## src/rtl/mrev_pkg.sv

```systemverilog
// Package: shared constants, state codes and helpers for the reversed-list merge block.
package mrev_pkg;

    localparam int LIST_DEPTH = 16;
    localparam int ADDR_W     = (LIST_DEPTH > 1) ? $clog2(LIST_DEPTH) : 1;
    localparam int CNT_W      = $clog2(LIST_DEPTH + 1);
    localparam int LEN_W      = 5;
    localparam int DATA_W     = 32;
    localparam int CFG_IDX_W  = 1;
    localparam int CFG_DATA_W = LEN_W;

    localparam logic [CFG_IDX_W-1:0] REG_LENGTH_A = 1'b0;
    localparam logic [CFG_IDX_W-1:0] REG_LENGTH_B = 1'b1;

    localparam logic SEL_LIST_A = 1'b0;
    localparam logic SEL_LIST_B = 1'b1;

    typedef enum logic [2:0] {
        S_LOAD = 3'b001,
        S_READ = 3'b010,
        S_EMIT = 3'b100
    } t_state;

    // Length clamped to the store depth.
    function automatic logic [CNT_W-1:0] eff_len(input logic [LEN_W-1:0] len);
        if (int'(len) > LIST_DEPTH) begin
            return CNT_W'(LIST_DEPTH);
        end
        return CNT_W'(len);
    endfunction

endpackage

```

## src/rtl/mrev_in_if.sv

```systemverilog
// Interface: input item channel (list selector and element).
interface mrev_in_if;
    logic                              valid;
    logic                              ready;
    logic                              req_type;
    logic signed [mrev_pkg::DATA_W-1:0] element;

    modport source (output valid, output req_type, output element, input ready);
    modport sink   (input valid, input req_type, input element, output ready);
endinterface

```

## src/rtl/mrev_out_if.sv

```systemverilog
// Interface: result item channel (merged value and last flag).
interface mrev_out_if;
    logic                              valid;
    logic                              ready;
    logic signed [mrev_pkg::DATA_W-1:0] merged_value;
    logic                              is_last;

    modport source (output valid, output merged_value, output is_last, input ready);
    modport sink   (input valid, input merged_value, input is_last, output ready);
endinterface

```

## src/rtl/merge_ascending_with_reversed_list.sv

```systemverilog
// Top level: loads an ascending list A and a descending list B, then emits their ascending merge.
//
// Items on i_item carry a list selector (req_type: 0 = A, 1 = B) and a signed
// 32-bit element. Each accepted item is written into that list's store, one
// item per cycle, until the list holds length_a / length_b elements (clamped
// to the store depth of 16); extra items for a full list are dropped. The item
// that completes both lists starts the merge: B is read from its last entry
// back to its first, so both lists run ascending, and the smaller head goes
// out each time, B winning ties; the rest of the longer list follows and the
// final result carries is_last. While merging, i_item is not ready. Each
// result is produced in two states: S_READ reads both store heads through the
// registered memory read ports, then S_EMIT compares and loads the output
// register, waiting there while the output side stalls. When both lengths are
// zero, every item starts an empty merge that returns nothing and the block
// stays in S_LOAD. Fill counts clear when a merge starts. The user must write
// lengths through the config port (index 0 = length_a, index 1 = length_b)
// only while the block is idle; the block itself does not enforce it.
module merge_ascending_with_reversed_list (
    input  logic                              i_clk,
    input  logic                              i_rst_n,
    mrev_in_if.sink                           i_item,
    mrev_out_if.source                        o_result,
    input  logic                              i_cfg_we,
    input  logic [mrev_pkg::CFG_IDX_W-1:0]    i_cfg_idx,
    input  logic [mrev_pkg::CFG_DATA_W-1:0]   i_cfg_data
);

    localparam int AW = mrev_pkg::ADDR_W;
    localparam int CW = mrev_pkg::CNT_W;
    localparam int DW = mrev_pkg::DATA_W;

    // List stores: one write port (load), one registered read port (merge).
    logic [DW-1:0] r_mem_a [mrev_pkg::LIST_DEPTH];
    logic [DW-1:0] r_mem_b [mrev_pkg::LIST_DEPTH];
    logic [DW-1:0] r_rd_a, r_rd_b;

    // Config
    logic [mrev_pkg::LEN_W-1:0] r_len_a, r_len_b;
    logic [CW-1:0]              la, lb;

    // Control
    mrev_pkg::t_state r_state, n_state;
    logic [CW-1:0]    r_fill_a, n_fill_a, r_fill_b, n_fill_b;
    logic [CW-1:0]    r_x, n_x, r_y, n_y;

    // Output register
    logic          r_out_valid, n_out_valid;
    logic [DW-1:0] r_out_value, n_out_value;
    logic          r_out_last, n_out_last;

    logic          accept;
    logic          wr_a, wr_b;
    logic          rd_en;
    logic [AW-1:0] rd_addr_a, rd_addr_b;
    logic [CW-1:0] b_idx;
    logic          a_live, b_live, take_a, out_free;
    logic [CW-1:0] fill_a_inc, fill_b_inc;

    assign la = mrev_pkg::eff_len(r_len_a);
    assign lb = mrev_pkg::eff_len(r_len_b);

    assign i_item.ready          = (r_state == mrev_pkg::S_LOAD);
    assign accept                = i_item.valid && i_item.ready;
    assign o_result.valid        = r_out_valid;
    assign o_result.merged_value = r_out_value;
    assign o_result.is_last      = r_out_last;

    // Append only while the selected list is short of its length.
    assign wr_a = accept && (i_item.req_type == mrev_pkg::SEL_LIST_A) && (r_fill_a < la);
    assign wr_b = accept && (i_item.req_type == mrev_pkg::SEL_LIST_B) && (r_fill_b < lb);
    assign fill_a_inc = wr_a ? r_fill_a + CW'(1) : r_fill_a;
    assign fill_b_inc = wr_b ? r_fill_b + CW'(1) : r_fill_b;

    // B runs reversed: head at lb-1-y. Out-of-range addresses are never used.
    assign b_idx     = lb - CW'(1) - r_y;
    assign rd_addr_a = r_x[AW-1:0];
    assign rd_addr_b = b_idx[AW-1:0];
    assign rd_en     = (r_state == mrev_pkg::S_READ);

    assign a_live   = (r_x < la);
    assign b_live   = (r_y < lb);
    assign take_a   = (a_live && b_live) ? ($signed(r_rd_a) < $signed(r_rd_b)) : a_live;
    assign out_free = !r_out_valid || o_result.ready;

    always_ff @(posedge i_clk) begin
        if (wr_a) begin
            r_mem_a[r_fill_a[AW-1:0]] <= i_item.element;
        end
        if (rd_en) begin
            r_rd_a <= r_mem_a[rd_addr_a];
        end
    end

    always_ff @(posedge i_clk) begin
        if (wr_b) begin
            r_mem_b[r_fill_b[AW-1:0]] <= i_item.element;
        end
        if (rd_en) begin
            r_rd_b <= r_mem_b[rd_addr_b];
        end
    end

    always_comb begin
        n_state     = r_state;
        n_fill_a    = r_fill_a;
        n_fill_b    = r_fill_b;
        n_x         = r_x;
        n_y         = r_y;
        n_out_valid = r_out_valid && !o_result.ready;
        n_out_value = r_out_value;
        n_out_last  = r_out_last;

        unique case (r_state)
            mrev_pkg::S_LOAD: begin
                if (accept) begin
                    n_fill_a = fill_a_inc;
                    n_fill_b = fill_b_inc;
                    // Both lists complete: start the merge (empty job emits nothing).
                    if ((fill_a_inc >= la) && (fill_b_inc >= lb)) begin
                        n_fill_a = '0;
                        n_fill_b = '0;
                        n_x      = '0;
                        n_y      = '0;
                        if ((la != '0) || (lb != '0)) begin
                            n_state = mrev_pkg::S_READ;
                        end
                    end
                end
            end
            mrev_pkg::S_READ: begin
                n_state = mrev_pkg::S_EMIT;
            end
            mrev_pkg::S_EMIT: begin
                // Hold the head data until the output register frees up.
                if (out_free) begin
                    n_out_valid = 1'b1;
                    if (take_a) begin
                        n_out_value = r_rd_a;
                        n_x         = r_x + CW'(1);
                    end else begin
                        n_out_value = r_rd_b;
                        n_y         = r_y + CW'(1);
                    end
                    n_out_last = (n_x == la) && (n_y == lb);
                    n_state    = n_out_last ? mrev_pkg::S_LOAD : mrev_pkg::S_READ;
                end
            end
            default: begin
                n_state = mrev_pkg::S_LOAD;
            end
        endcase
    end

    always_ff @(posedge i_clk) begin
        if (!i_rst_n) begin
            r_state     <= mrev_pkg::S_LOAD;
            r_fill_a    <= '0;
            r_fill_b    <= '0;
            r_x         <= '0;
            r_y         <= '0;
            r_out_valid <= 1'b0;
            r_len_a     <= '0;
            r_len_b     <= '0;
        end else begin
            r_state     <= n_state;
            r_fill_a    <= n_fill_a;
            r_fill_b    <= n_fill_b;
            r_x         <= n_x;
            r_y         <= n_y;
            r_out_valid <= n_out_valid;
            if (i_cfg_we) begin
                unique case (i_cfg_idx)
                    mrev_pkg::REG_LENGTH_A: r_len_a <= i_cfg_data;
                    mrev_pkg::REG_LENGTH_B: r_len_b <= i_cfg_data;
                    default: begin
                    end
                endcase
            end
        end
    end

    always_ff @(posedge i_clk) begin
        r_out_value <= n_out_value;
        r_out_last  <= n_out_last;
    end

endmodule
```

## src/flat_wrapper.sv

```systemverilog
// flat-port wrapper written by rule: the top's interface ports become plain ports
module merge_ascending_with_reversed_list_flat 
  (i_clk, i_rst_n, i_cfg_we, i_cfg_idx, i_cfg_data, i_item_valid, i_item_req_type, i_item_element, i_item_ready, o_result_valid, o_result_merged_value, o_result_is_last, o_result_ready);
  mrev_in_if i_item_i ();
  mrev_out_if o_result_i ();
  input  logic i_clk;
  input  logic i_rst_n;
  input  logic i_cfg_we;
  input  logic [mrev_pkg::CFG_IDX_W-1:0] i_cfg_idx;
  input  logic [mrev_pkg::CFG_DATA_W-1:0] i_cfg_data;
  input wire logic [$bits(i_item_i.valid)-1:0] i_item_valid;
  input wire logic [$bits(i_item_i.req_type)-1:0] i_item_req_type;
  input wire logic [$bits(i_item_i.element)-1:0] i_item_element;
  output wire logic [$bits(i_item_i.ready)-1:0] i_item_ready;
  output wire logic [$bits(o_result_i.valid)-1:0] o_result_valid;
  output wire logic [$bits(o_result_i.merged_value)-1:0] o_result_merged_value;
  output wire logic [$bits(o_result_i.is_last)-1:0] o_result_is_last;
  input wire logic [$bits(o_result_i.ready)-1:0] o_result_ready;
  assign i_item_i.valid = i_item_valid;
  assign i_item_i.req_type = i_item_req_type;
  assign i_item_i.element = i_item_element;
  assign i_item_ready = i_item_i.ready;
  assign o_result_valid = o_result_i.valid;
  assign o_result_merged_value = o_result_i.merged_value;
  assign o_result_is_last = o_result_i.is_last;
  assign o_result_i.ready = o_result_ready;
  merge_ascending_with_reversed_list u_core (.i_clk(i_clk), .i_rst_n(i_rst_n), .i_item(i_item_i), .o_result(o_result_i), .i_cfg_we(i_cfg_we), .i_cfg_idx(i_cfg_idx), .i_cfg_data(i_cfg_data));
endmodule
```

## config.mk

```make
export PLATFORM = sky130hd
export DESIGN_NAME = merge_ascending_with_reversed_list_flat
export DESIGN_NICKNAME = d
export VERILOG_FILES = /design/src/rtl/mrev_pkg.sv /design/src/rtl/mrev_in_if.sv /design/src/rtl/mrev_out_if.sv /design/src/rtl/merge_ascending_with_reversed_list.sv /design/src/flat_wrapper.sv
export SDC_FILE = /design/constraint.sdc
export NUM_CORES = 1
export LEC_CHECK = 0
export BUFFER_PORTS_ARGS = -buffer_cell sky130_fd_sc_hd__buf_2
export CAP_MARGIN = 20
export CELL_PAD_IN_SITES_DETAIL_PLACEMENT = 1
export CELL_PAD_IN_SITES_GLOBAL_PLACEMENT = 1
export CORE_ASPECT_RATIO = 0.9
export CORE_MARGIN = 5
export CORE_UTILIZATION = 59
export DETAILED_ROUTE_END_ITERATION = 16
export PLACE_DENSITY = 0.85
export SLEW_MARGIN = 20
export SYNTH_ARGS = -nofsm -noshare
export SYNTH_HDL_FRONTEND = slang
export SYNTH_SLANG_ARGS = --single-unit
```

## constraint.sdc

```tcl
create_clock -name i_clk -period 11.9 [get_ports i_clk]
set_input_delay 1.19 -clock i_clk [delete_from_list [all_inputs] [get_ports i_clk]]
set_output_delay 1.19 -clock i_clk [all_outputs]
set_load 0.005 [all_outputs]
```

# Word-level counts from Yosys, hierarchy flattened
# Memories as Yosys holds them, arrays and structs flattened. A register that Yosys moved wholly into a read port is not among the register bits.
# Index checks and enable logic that the tools add are counted.
[word_totals]
regBits = 67
ram_bits = 1024
inputBits = 44
out_inout_bits = 35
word_cells = 96
mem_count = 2
[memory_table]
columns = ["name", "words", "word_bits", "rd", "rd_clocked_by_memory_dff", "write_ports", "line_no", "source"]
rows = [
  ["u_core.r_mem_a", 16, 32, 1, 1, 1, "merge_ascending_with_reversed_list.sv:33", "logic [DW-1:0] r_mem_a [mrev_pkg::LIST_DEPTH];"],
  ["u_core.r_mem_b", 16, 32, 1, 1, 1, "merge_ascending_with_reversed_list.sv:34", "logic [DW-1:0] r_mem_b [mrev_pkg::LIST_DEPTH];"],
]
[op_classes]
n_addsub = 6
order_cmp = 9
n_eq_ne = 9
muxes = 36
bitwise_logic = 2
reduce_logical = 22
[op_table]
columns = ["op", "count"]
rows = [
  ["$mux 5", 18],
  ["$lt 32x32->1", 1],
  ["$mux 32", 1],
  ["$add 5x1->5 const B", 4],
  ["$lt 5x5->1", 4],
  ["$pmux 5 s2", 2],
  ["$mux 3", 4],
  ["$eq 5x5->1", 2],
  ["$ge 5x5->1", 2],
  ["$gt 5x5->1 const B", 2],
  ["$reduce_bool 5->1", 2],
  ["$logic_and 1x1->1", 9],
  ["$mux 1", 9],
  ["$pmux 3 s3", 1],
  ["$reduce_and 2->1", 4],
  ["$reduce_and 4->1", 2],
  ["$ne 2x2->1 const B", 3],
  ["$sub 4x1->4 const B", 1],
  ["$sub 4x4->4", 1],
  ["$eq 3x1->1 const B", 1],
  ["$eq 3x2->1 const B", 1],
  ["$eq 3x3->1 const B", 1],
  ["$logic_not 1->1", 2],
  ["$logic_or 1x1->1", 2],
  ["4 further kinds", 5],
]

# Logic depth before layout (Yosys ltp)
[depth]
ltp_word = 14
mapped_depth = 21
mapped_depth_nobuf = 18

# Worst setup path before layout
# OpenSTA, ideal clock, no wires.
[synth_timing]
path_type = "register -> register"
startpoint = "register u_core.r_state[1]"
endpoint = "register u_core.r_state[0]"
setup_time_ns = 0.116
t_arrival_ns = 6.099
t_required_ns = 11.784
path_slack_ns = 5.684
path_stages_with_launch = 6
period_less_slack_ns = 6.216
cell_sequence = "dfxtp_1 > clkbuf_1 > nor3b_1 > or2_2 > nor2_1 > a41o_1"
[synth_via]
elab_chain_len = 9
[synth_rtl]
columns = ["element", "line_no", "source"]
rows = [
  ["from (decl)", "merge_ascending_with_reversed_list.sv:42", "mrev_pkg::t_state r_state, n_state;"],
  ["from (signal assigned)", "merge_ascending_with_reversed_list.sv:156", "r_state <= mrev_pkg::S_LOAD;"],
  ["from (signal assigned)", "merge_ascending_with_reversed_list.sv:165", "r_state <= n_state;"],
  ["$eq 3x1->1", "merge_ascending_with_reversed_list.sv:62, merge_ascending_with_reversed_list.sv:113", ""],
  ["$logic_and 1x1->1", "merge_ascending_with_reversed_list.sv:63", "assign accept = i_item.valid && i_item.ready;"],
  ["$logic_and 1x1->1 (on tied branches) (2 in a row)", "merge_ascending_with_reversed_list.sv:69, merge_ascending_with_reversed_list.sv:70", ""],
  ["$mux 5 (on tied branches)", "merge_ascending_with_reversed_list.sv:71, merge_ascending_with_reversed_list.sv:72", ""],
  ["$ge 5x5->1", "merge_ascending_with_reversed_list.sv:119", "if ((fill_a_inc >= la) && (fill_b_inc >= lb)) begin"],
  ["$logic_and 1x1->1", "merge_ascending_with_reversed_list.sv:119", ""],
  ["$ne 2x2->1 (no line)", "-", ""],
  ["$reduce_and 4->1 (no line)", "-", ""],
]
# Several ways; a longest one is shown, not always the timed one.
# A chain may end at the register's enable or synchronous reset.

# Worst setup path in the final report
[layout_timing]
startpoint = "register u_core.r_len_a[4] in the netlist's numbering"
endpoint = "register u_core.r_fill_b[4]"
[layout_via]
elab_chain_len = 9
[layout_rtl]
columns = ["element", "line_no", "source"]
rows = [
  ["from (decl)", "merge_ascending_with_reversed_list.sv:38", "logic [mrev_pkg::LEN_W-1:0] r_len_a, r_len_b;"],
  ["from (signal assigned)", "merge_ascending_with_reversed_list.sv:173", "mrev_pkg::REG_LENGTH_A: r_len_a <= i_cfg_data;"],
  ["$gt 5x5->1", "mrev_pkg.sv:26", "if (int'(len) > LIST_DEPTH) begin"],
  ["$mux 1", "mrev_pkg.sv:26", ""],
  ["$mux 5 *", "mrev_pkg.sv:29", "return CNT_W'(len);"],
  ["$lt 5x5->1", "merge_ascending_with_reversed_list.sv:69", "assign wr_a = accept && (i_item.req_type == mrev_pkg::SEL_LIST_A) && (r_fill_a < la);"],
  ["$logic_and 1x1->1", "merge_ascending_with_reversed_list.sv:69", ""],
  ["$mux 5", "merge_ascending_with_reversed_list.sv:71", "assign fill_a_inc = wr_a ? r_fill_a + CW'(1) : r_fill_a;"],
  ["$ge 5x5->1 *", "merge_ascending_with_reversed_list.sv:119", ""],
  ["$logic_and 1x1->1 *", "merge_ascending_with_reversed_list.sv:119", ""],
  ["$mux 5 *", "merge_ascending_with_reversed_list.sv:119", ""],
  ["to (signal assigned)", "merge_ascending_with_reversed_list.sv:167", "r_fill_b <= n_fill_b;"],
  ["to (decl)", "merge_ascending_with_reversed_list.sv:43", "logic [CW-1:0] r_fill_a, n_fill_a, r_fill_b, n_fill_b;"],
]
# Mark *: on every way between the ends. The rest lies on a longest branch, timed or not.

==> results.md <==
- Status: finished, final reports clean
- Crit path time final: 5.54 ns
- # clock sinks: 1155
- CTS buffer count: 112
- Average footprint of a synthesized cell: 19.5 sq um
- Die H: 274 microns
- Max Freq: 180 MHz
- CTS tree: yes
- Setup TNS: 0 ns
- HPWL after DPL: 68.4 mm
- I/O pin count: 79
- Fin crit share: 0.466
- FF+latch area: 34400 sq um
- Crit path max fanout: 11
- Multi-input gate area: 10800 sq um
- Hold buffer count at cts: 0
- Synth Instances: 2331
- Post-layout nets: 2586
- Measured slew at the worst slew-check pin: 1.09 ns
- Seq/Total Area, Yosys: 0.754
- Global-route wire length before repair: 189 mm
- DRT iter0 DRCs: 3348
- Most frequent cells in the layout: edfxtp_1 (1121), mux4_2 (224), nand2_1 (138)
- Critical Path AT: 6.16 ns
- GRT Util Overall: 0.318
- Post-DR wirelength/cell: 36.2 microns
- Register bit count reported by yosys: 1155
- Power per cell area: 167 nW/um^2
- Hold crit path type: register to register
- Worst-Skew Late Latency: 0.68 ns
- Vias per inst: 7.00
- Layout Skew: 0.0276 ns
- Mapped Nets: 2446
- Initial core utilization: 0.596
- Area grow syn2layout: 12.6%
- Resized Gates After CTS: 0
- First-pass detailed-route iteration total: 7
- Final setup fails: 0
- Row cnt: 96
- Die area: 82800 sq um
- Die width: 303 microns
- Final worst slack: 6.36 ns
- Total Routed Length: 130 mm
- Placed Area: 47500 sq um
- Worst Setup End Kind: register
- DP Worst Slack: 6.66 ns
- FFs w/ async S/R, synth: 0
- RSZ-0062 raised after global routing: false
- Worst EP required: 12.52 ns
- Port buffer count: 78
- Max Cap Viol: 0
- Leakage: 16.3 nW
- Design area: 51300 sq um
- CTS root buf: clkbuf_16
- Largest net degree at the start of global routing: 115
- Total core area: 76400 sq um
- Element type at the critical path start: register
- # Post-CTS Setup Buffers: 0
- Worst-path clk slew: 0.06 ns
- Post-Syn Area: 45500 sq um
- Crit Path Class: register to register
- H-tree Lvls: 3
- Post-synth EDFFs: 1121
- WHS: 0.490 ns
- Final ANT Viol Nets: 0
- Commonest non-fill, non-tap cell in the layout: edfxtp_1
- DRC Markers: 0
- Ratio of cells with drive above 1 in the final layout: 0.234
- Vias in the first global route: 26516
- Rel. slew slack: 0.276
- Most used DFF post-synth: edfxtp_1
- CTS max path bufs: 3
- Post-synth cell types: 58
- Vias: 25138
- YS warnings: 0
- Final core utilization: 0.671
- Fillers: 6207
- GRT overflow: 0
- Fin. max-slew vios: 0
- Initial antenna violation count: 1
- GPL Wtd Cong: 0.820
- Final Hold Fails: 0
- Peak VDD IR: 0.138 mV
sequential cells by signal, indices dropped and copies added (netlist names):
name and cells:
u_core.r_x 5, u_core.r_y 5, u_core.r_len_a 5, u_core.r_mem_b 512, u_core.r_fill_a 5, u_core.r_len_b 5, u_core.r_state 3, u_core.o_result.valid 1
u_core.r_rd_b 32, u_core.r_rd_a 32, u_core.o_result.merged_value 32, u_core.r_fill_b 5, u_core.o_result.is_last 1, u_core.r_mem_a 512
critical path, cell delays in order (launching register included):
cell and delay, ns:
dfxtp_1 0.53, inv_1 0.15, nand2_1 0.24, ha_1 0.30, a21o_1 0.18, a21o_1 0.17
a21o_1 0.20, a2111oi_4 0.67, nand2_1 0.44, nor2_4 0.24, xor2_1 0.21, ha_1 0.28
a21oi_1 0.13, o21ai_0 0.11, a21boi_0 0.54, nand2_1 0.42, inv_1 0.29, a21oi_1 0.13
and3b_1 0.26
final cells by class:
type	count	share of cell area
diodes	2	0.0000976
clock buffers	128	0.0571
clock inverters	76	0.0162
inverters	51	0.00376
multi-input cells	1016	0.211
flip-flops and latches	1155	0.670
well taps	1029	0.0251
repair buffers	135	0.0162
routing by layer:
metal | vias to the layer above | share of wire | track usage
met2 | 1718 | 0.51 | 0.530
li1 | 9786 | - | -
met1 | 13279 | 0.36 | 0.423
met4 | 2 | 0.039 | 0.111
met5 | - | 0.00010 | 0
met3 | 353 | 0.096 | 0.0661
stage by stage:
step / std cells / power [mW]
after CTS: 3590 / 8.58
after global placement: 3386 / 4.90
final: 3592 / 8.56
after global routing: 3590 / 8.82
after detailed placement: 3386 / 4.92
after floorplan: 2331 / 4.78
power by group:
part / internal [mW] / switching, mW
Sequential: 4.48 / 0.0107
Combinational: 0.127 / 0.233
Clock: 2.15 / 1.56
Total: 6.76 / 1.80
cells in the mapped netlist (all sizes together), types with 34 or more instances:
master / n / area share
a21oi: 75 / 0.0082
a22oi: 35 / 0.0058
clkbuf: 77 / 0.0063
dfxtp: 34 / 0.015
edfxtp: 1121 / 0.74
ha: 70 / 0.019
inv: 50 / 0.0041
mux2i: 112 / 0.025
mux4: 224 / 0.11
nand2: 139 / 0.011
nor2: 50 / 0.0042
o21ai: 106 / 0.012
final timing paths:
kind,start,to,slack (ns),cells past startpoint
max,u_core.r_len_a[4]$_SDFFE_PN0P_,u_core.r_fill_b[4]$_SDFFE_PN0P_,6.36,18
min reg2reg,u_core.r_len_b[0]$_SDFFE_PN0P_,u_core.r_len_b[0]$_SDFFE_PN0P_,0.49,2
min,u_core.r_len_b[0]$_SDFFE_PN0P_,u_core.r_len_b[0]$_SDFFE_PN0P_,0.49,2
max reg2reg,u_core.r_len_a[4]$_SDFFE_PN0P_,u_core.r_fill_b[4]$_SDFFE_PN0P_,6.36,18
kinds of logic (layout without fill, tap and decap cells):
kind of cell / after synthesis / in the layout / synth area share
and+or+nand+nor: 266 / 266 / 0.0261
xor gates and xnor gates: 25 / 25 / 0.00481
buffers and inverters: 160 / 390 / 0.0134
muxes: 358 / 358 / 0.141
AOI/OAI and AO/OA: 296 / 296 / 0.0407
adders and majority gates: 71 / 71 / 0.0197
DFF: 1155 / 1155 / 0.754
other: 0 / 2 / 0
No activity file was read; power rests on OpenSTA's default activity.
